===== src/design/lscmp_pkg.sv =====
// Shared types and constants for the letter shift count matrix power block.
package lscmp_pkg;

  localparam int VAL_W    = 30;
  localparam int ROUNDS_W = 31;
  localparam int LETTER_W = 5;
  localparam int CNT_IN_W = 5;

  localparam logic [VAL_W-1:0] PRIME = 30'd1000000007;

  localparam logic FUNC_LOAD = 1'b0;
  localparam logic FUNC_CHAR = 1'b1;

  typedef enum logic [1:0] {
    OP_BUILD,
    OP_MUL,
    OP_COPY,
    OP_SUM
  } dp_op_t;

  typedef struct packed {
    dp_op_t op;
    logic   src_p;
    logic   dst_p;
    logic   clr;
    logic   issue;
    logic   adv_k;
    logic   adv_ent;
    logic   last_tag;
    logic   hist_rd;
    logic   hist_wr;
    logic   hist_clr;
    logic   shift_wr;
    logic   s_write;
    logic   out_load;
  } dp_cmd_t;

  typedef struct packed {
    logic k_last;
    logic ent_last;
    logic red_ready;
  } dp_stat_t;

endpackage


===== src/design/lscmp_ctrl.sv =====
// Controller: item handshake, configuration register and square-and-multiply sequencing.
module lscmp_ctrl import lscmp_pkg::*; (
  input  logic                clk,
  input  logic                rst_n,
  input  logic                in_valid,
  output logic                in_ready,
  input  logic                in_func,
  input  logic                in_last,
  output logic                out_valid,
  input  logic                out_ready,
  input  logic                cfg_valid,
  output logic                cfg_ready,
  input  logic [ROUNDS_W-1:0] cfg_transform_rounds,
  output dp_cmd_t             cmd,
  input  dp_stat_t            stat
);

  typedef enum logic [3:0] {
    ST_IDLE,
    ST_HINC,
    ST_B_START,
    ST_B_RUN,
    ST_E_CHECK,
    ST_SQ_CHECK,
    ST_M_START,
    ST_M_ISSUE,
    ST_M_WAIT,
    ST_M_WRITE,
    ST_C_START,
    ST_C_RUN,
    ST_S_START,
    ST_S_ISSUE,
    ST_S_WAIT
  } state_t;

  state_t              state_r, state_nxt;
  logic                out_valid_r, out_valid_nxt;
  logic [ROUNDS_W-1:0] rounds_r, rounds_nxt;
  logic [ROUNDS_W-1:0] exp_r, exp_nxt;
  logic                last_r, last_nxt;
  logic                mode_bb_r, mode_bb_nxt;

  assign in_ready  = (state_r == ST_IDLE);
  assign out_valid = out_valid_r;
  assign cfg_ready = 1'b1;

  always_comb begin
    state_nxt     = state_r;
    out_valid_nxt = out_valid_r;
    rounds_nxt    = rounds_r;
    exp_nxt       = exp_r;
    last_nxt      = last_r;
    mode_bb_nxt   = mode_bb_r;
    cmd           = '0;
    cmd.op        = OP_BUILD;

    if (cfg_valid) begin
      rounds_nxt = cfg_transform_rounds;
    end
    if (out_valid_r && out_ready) begin
      out_valid_nxt = 1'b0;
    end

    case (state_r)
      ST_IDLE: begin
        if (in_valid) begin
          if (in_func == FUNC_LOAD) begin
            cmd.shift_wr = 1'b1;
          end else begin
            cmd.hist_rd = 1'b1;
            last_nxt    = in_last;
            state_nxt   = ST_HINC;
          end
        end
      end
      ST_HINC: begin
        cmd.hist_wr = 1'b1;
        state_nxt   = last_r ? ST_B_START : ST_IDLE;
      end
      ST_B_START: begin
        cmd.clr   = 1'b1;
        cmd.op    = OP_BUILD;
        exp_nxt   = rounds_r;
        state_nxt = ST_B_RUN;
      end
      ST_B_RUN: begin
        cmd.issue   = 1'b1;
        cmd.adv_ent = 1'b1;
        if (stat.ent_last) begin
          state_nxt = ST_E_CHECK;
        end
      end
      ST_E_CHECK: begin
        if (exp_r == '0) begin
          state_nxt = ST_S_START;
        end else begin
          mode_bb_nxt = !exp_r[0];
          state_nxt   = ST_M_START;
        end
      end
      ST_SQ_CHECK: begin
        // skip the final squaring, its result is never used
        if (exp_r[ROUNDS_W-1:1] == '0) begin
          exp_nxt   = '0;
          state_nxt = ST_E_CHECK;
        end else begin
          mode_bb_nxt = 1'b1;
          state_nxt   = ST_M_START;
        end
      end
      ST_M_START: begin
        cmd.clr   = 1'b1;
        cmd.op    = OP_MUL;
        cmd.src_p = !mode_bb_r;
        state_nxt = ST_M_ISSUE;
      end
      ST_M_ISSUE: begin
        cmd.issue    = 1'b1;
        cmd.adv_k    = 1'b1;
        cmd.last_tag = stat.k_last;
        if (stat.k_last) begin
          state_nxt = ST_M_WAIT;
        end
      end
      ST_M_WAIT: begin
        if (stat.red_ready) begin
          state_nxt = ST_M_WRITE;
        end
      end
      ST_M_WRITE: begin
        cmd.s_write = 1'b1;
        cmd.adv_ent = 1'b1;
        state_nxt   = stat.ent_last ? ST_C_START : ST_M_ISSUE;
      end
      ST_C_START: begin
        cmd.clr   = 1'b1;
        cmd.op    = OP_COPY;
        cmd.dst_p = !mode_bb_r;
        state_nxt = ST_C_RUN;
      end
      ST_C_RUN: begin
        cmd.issue   = 1'b1;
        cmd.adv_ent = 1'b1;
        if (stat.ent_last) begin
          if (mode_bb_r) begin
            exp_nxt   = exp_r >> 1;
            state_nxt = ST_E_CHECK;
          end else begin
            state_nxt = ST_SQ_CHECK;
          end
        end
      end
      ST_S_START: begin
        cmd.clr   = 1'b1;
        cmd.op    = OP_SUM;
        state_nxt = ST_S_ISSUE;
      end
      ST_S_ISSUE: begin
        cmd.issue    = 1'b1;
        cmd.adv_ent  = 1'b1;
        cmd.last_tag = stat.ent_last;
        if (stat.ent_last) begin
          state_nxt = ST_S_WAIT;
        end
      end
      ST_S_WAIT: begin
        // hold until the output register is free
        if (stat.red_ready && (!out_valid_r || out_ready)) begin
          cmd.out_load  = 1'b1;
          cmd.hist_clr  = 1'b1;
          out_valid_nxt = 1'b1;
          state_nxt     = ST_IDLE;
        end
      end
      default: begin
        state_nxt = ST_IDLE;
      end
    endcase
  end

  always_ff @(posedge clk) begin
    if (!rst_n) begin
      state_r     <= ST_IDLE;
      out_valid_r <= 1'b0;
      rounds_r    <= '0;
      exp_r       <= '0;
      last_r      <= 1'b0;
      mode_bb_r   <= 1'b0;
    end else begin
      state_r     <= state_nxt;
      out_valid_r <= out_valid_nxt;
      rounds_r    <= rounds_nxt;
      exp_r       <= exp_nxt;
      last_r      <= last_nxt;
      mode_bb_r   <= mode_bb_nxt;
    end
  end

endmodule


===== config.mk =====
export PLATFORM = sky130hd
export DESIGN_NAME = lscmp_ctrl
export DESIGN_NICKNAME = d
export VERILOG_FILES = /design/src/design/lscmp_pkg.sv /design/src/design/lscmp_ctrl.sv
export SDC_FILE = /design/constraint.sdc
export NUM_CORES = 1
export LEC_CHECK = 0
export BUFFER_PORTS_ARGS = -buffer_cell sky130_fd_sc_hd__buf_2
export CAP_MARGIN = 5
export CELL_PAD_IN_SITES_DETAIL_PLACEMENT = 1
export CELL_PAD_IN_SITES_GLOBAL_PLACEMENT = 2
export CORE_MARGIN = 1
export CORE_UTILIZATION = 30
export DETAILED_ROUTE_END_ITERATION = 8
export GPL_ROUTABILITY_DRIVEN = 0
export PLACE_DENSITY = 0.71
export SYNTH_ARGS = -nofsm -noshare
export SYNTH_HDL_FRONTEND = slang
export SYNTH_SLANG_ARGS = --single-unit
export TNS_END_PERCENT = 1

===== constraint.sdc =====
create_clock -name clk -period 2.73 [get_ports clk]
set_input_delay 0.273 -clock clk [delete_from_list [all_inputs] [get_ports clk]]
set_output_delay 0.273 -clock clk [all_outputs]
set_load 0.02 [all_outputs]

# Word-level counts from Yosys, hierarchy flattened

Index checks and enable logic that the tools add are counted.

Flip-flop bits (word level): 69
Latch bits: 0
Memory bits (writable): 0
Memory bits (read-only): 0
Input port bits: 41
Output and inout bits: 18
Logic and storage cells: 92
Memories kept: 0

Add/sub/neg operators: 0
$mul: 0
Divide/modulo/power cells: 0
$lt $le $gt $ge: 0
Equality and inequality tests: 26
Shift operators: 0
Mux-type cells: 42
Bitwise gates (word level): 0
Reductions and logical operators: 18

Operator list:

| kind                                                  | number |
|---|---|
| two-way mux 31 bit                                    | 3 |
| one-hot mux 31 bit (3 select lines)                   | 1 |
| one-hot mux 4 bit (15 select lines)                   | 1 |
| two-way mux 4 bit                                     | 10 |
| logical NOT 31 bit                                    | 1 |
| logical NOT 30 bit                                    | 1 |
| equality test 4 bit, second input constant            | 7 |
| two-way mux 1 bit                                     | 22 |
| inequality test 2 bit, second input constant          | 11 |
| equality test 4 x 3 -> 1 bit, second input constant   | 4 |
| OR reduction 4 bit                                    | 3 |
| equality test 4 x 2 -> 1 bit, second input constant   | 2 |
| AND reduction 8 bit                                   | 1 |
| one-hot mux 2 bit (3 select lines)                    | 1 |
| AND reduction 3 bit                                   | 2 |
| equality test 4 x 1 -> 1 bit, second input constant   | 1 |
| logical NOT 4 bit                                     | 1 |
| two-way mux 2 bit                                     | 2 |
| one-hot mux 1 bit (2 select lines)                    | 2 |
| AND reduction 4 bit                                   | 1 |
| logical NOT 1 bit                                     | 3 |
| nonzero test 3 bit                                    | 1 |
| logical AND 1 bit                                     | 2 |
| inequality test 2 x 1 -> 1 bit, second input constant | 1 |
| 2 further kinds                                       | 2 |

# Depth between registers and ports, before layout

Word-level depth: 5
Gate-level depth with buffers: 7
Gate-level depth less buffers: 5

# Worst setup path after synthesis

Ideal clock, no wire load.

Kind: register -> register
Start point: reg state_r[0]
End point: reg last_r
Library setup time: 0.128 ns
Data arrival time: 2.110 ns
Required time: 2.602 ns
Path slack: 0.492 ns
Stages on the path, launching flop included: 7
Buffers on the path: 2
Clock period less this slack: 2.238 ns
Path through: dfxtp_1 > buf_4 > clkbuf_1 > nor4_1 > and3_1 > mux2i_1 > nor2_1

Cells in the longest elaborated chain, start to end: 2

RTL lines:

| item                          | RTL line          | RTL |
|---|---|---|
| start, declared               | lscmp_ctrl.sv:36  | `state_t state_r, state_nxt;` |
| start signal, assigned        | lscmp_ctrl.sv:190 | `state_r <= state_nxt;` |
| logical NOT 4 bit             | --                |  |
| net in_ready                  | lscmp_ctrl.sv:6   | `output logic in_ready,` |
| AND reduction 3 bit (no line) | --                |  |
| end signal, assigned          | lscmp_ctrl.sv:194 | `last_r <= last_nxt;` |
| end, declared                 | lscmp_ctrl.sv:40  | `logic last_r, last_nxt;` |

The timed path passes the listed nets, and every way through them passes these cells.
A chain may end at the register's enable or synchronous reset.

==> metrics <==
YS warnings=0; Setup crit start=state_r[2]; Final min period=2.33 ns; site row count=36; root buf cell=clkbuf_8; TritonCTS clock tree=done; leakage=1.51 nW; ys flop type=dfxtp_1; die width=103 microns; fin util=37.0%; final wirelength=8.12 mm; relative slew slack=37.0%; Slew Limit Fails=0; Cell Int Power=1.62 mW; most frequent cells in the layout=69 x dfxtp_1, 57 x buf_2, 41 x nor2_1; Clock transition at path regs=approximately 0.07 ns; total number of vias=roughly 2700; worst reg2reg path depth=5; total track usage=between 10% and 20%; DP HPWL=5.38 mm; crit share post-route=85.2%; drt pass-1 iters=4; I/O pin count=59; Crit Path Category=register to output port; drt via density=5.12; largest net degree at the start of global routing=61; status=finished, final reports clean; drt drc=0; Power Dens Cells=582 mW/mm^2; die footprint=0.0106 sq mm; core area=0.00986 sq mm; max_cap viols=0; Hold WS=0.165 ns; WL/cell=about 15 microns; Cells after Synth=about 350; Post-synth EDFFs=0; sequential share of power=50.2%; final hold vios=0; IO buf count=57; total negative slack=0 ns; combinational group share of total power=a little under a tenth; Starting Density=31.1%; final std cells w/o fill=534; part of the power in the clock network=between 40% and 50%; Reg2Reg Setup Slack=0.46 ns; initial detailed-routing violation count=roughly 120; Hold Buf Count CTS=0; vias in the first global route=2668; # placed instances=slightly above 500; switching pwr=0.507 mW; Worst-Skew Late Latency=0.34 ns; CP max FO=20; height of the die=approximately 100 microns; Layout Nets=437; total CTS buffers=9; H-Tree Depth=3; leading cell type in the layout, fill and taps excluded=dfxtp_1; antenna viol nets, final=0; Critical Path End=cmd[3]; Synth async-reset ratio=0%; area leader, netlist=dfxtp_1; Setup Skew=0.00635 ns; Synth Cell Area=0.00307 sq mm; share of cells above drive strength 1=21.4%; Worst IR Drop VDD=approximately 0.25 mV; Synth Register Bits=69; top post-synthesis cells by area=dfxtp_1 45%, mux2i_1 10%, a22oi_1 7.3%, a21oi_1 6.4%, o21ai_0 5.4%; Final setup violation count=0; Switching Fraction=between 20% and 30%; Post-Syn Nets=395; diode count=0; Worst EP required=2.46 ns; initial antenna violation count=0; Worst EP arrival=roughly 2.1 ns; Max clock buf depth=2; proportion of netlist area held by the largest area contributor=between 40% and 50%; Area Overhead vs Synth=19.1%; HP Class=input port to register; Avg Synthesized Cell Area=8.67 sq um; sequential share of the synthesized area=45.0%; global-route wire length before repair=13.5 mm; r2r startpoint=state_r[2]; Overflow after GRT=0; worst r2r dst=state_r[1]; post-CTS sizing=0; Num Clock Sinks=69; Fmax=around 430 MHz; count of unique library cells instantiated by Yosys=42; Slew @ Worst Pin=0.945 ns; critical path endpoint category=output port; postcts setup bufs=0; Startpoint Class=register; unrepaired setup endpoints after global routing=false
[power by group through the flow]
stage / Combinational (mW) / Clock, mW / Sequential [mW]
after CTS: 0.198 / 0.901 / 1.07
after global placement: 0.196 / 0 / 1.09
final: 0.195 / 0.864 / 1.07
after detailed placement: 0.198 / 0 / 1.09
after global routing: 0.219 / 0.952 / 1.07
after floorplan: 0.147 / 0 / 1.07
[sequential cells by signal, summed over array words and instances (netlist names)]
signal,cells
mode_bb_r,1
out_valid,1
rounds_r,31
state_r,4
exp_r,31
last_r,1
[cells by family after synthesis]
family	Yosys count	synth area share, %
AO/OA/AOI/OAI	122	24.7
XOR/XNOR	2	0.571
buffers and inverters	38	5.30
flip-flops	69	45.0
multiplexers	32	10.4
other	1	0.122
AND/OR/NAND/NOR	90	13.9
[synth_stat cells (2+ instances only)]
library cell / number
a2111o_1: 2
a211oi_1: 3
a21oi_1: 39
a22oi_1: 30
a31oi_1: 2
and4_1: 2
buf_1: 4
buf_4: 5
clkbuf_1: 22
clkinv_1: 2
dfxtp_1: 69
inv_1: 3
mux2i_1: 32
nand2_1: 10
nand2b_1: 3
nand3_1: 6
nor2_1: 43
nor2b_1: 2
nor3_1: 8
nor4_1: 9
o21ai_0: 33
o22ai_1: 4
xnor2_1: 2
[per-stage QoR]
step	instance area [sq um]	total power [mW]	setup slack (ns)
after global routing	3650	2.24	0.216
after detailed placement	3440	1.29	0.526
after global placement	3440	1.29	0.612
after CTS	3650	2.17	0.414
final	3650	2.13	0.405
after floorplan	3070	1.22	0.492
[how the worst min path moves through the flow]
| stage | start | to | slack [ns] | cells past startpoint |
|---|---|---|---|---|
| after global placement | rounds_r[17] | rounds_r[17] | 0.48 | 2 |
| after floorplan | rst_n | exp_r[0] | 0.41 | 2 |
| after detailed placement | exp_r[0] | mode_bb_r | 0.49 | 1 |
| after CTS | cfg_transform_rounds[1] | rounds_r[1] | 0.15 | 3 |
| final | cfg_transform_rounds[21] | rounds_r[21] | 0.17 | 3 |
| after global routing | cfg_transform_rounds[11] | rounds_r[11] | 0.16 | 3 |
[area by class of cell]
cell class | count | area, sq um
fill | 1173 | 6210
clock inverter | 3 | 42.5
sequential | 69 | 1380
inverter | 6 | 22.5
multi-input combinational | 247 | 1530
tap | 133 | 166
clock buffer | 13 | 169
timing repair buffer | 63 | 343
[critical path, cell delays in order (launching register included)]
cell and delay [ns]:
dfxtp_1 0.76, or2b_1 0.34, nor2_1 0.23, nand3_1 0.14, inv_1 0.09, buf_2 0.16
[routing by layer]
layer / GRT usage (%) / up-vias / wire length [microns] / part of all wire [%]
li1: - / 1378 / - / -
met1: 23.0 / 1292 / 4190 / 52
met2: 25.4 / 56 / 3520 / 43
met3: 3.80 / 9 / 313 / 3.9
met4: 6.18 / 0 / 97 / 1.2
met5: 0 / - / 0 / 0
Power figures use the tool's default switching activity.
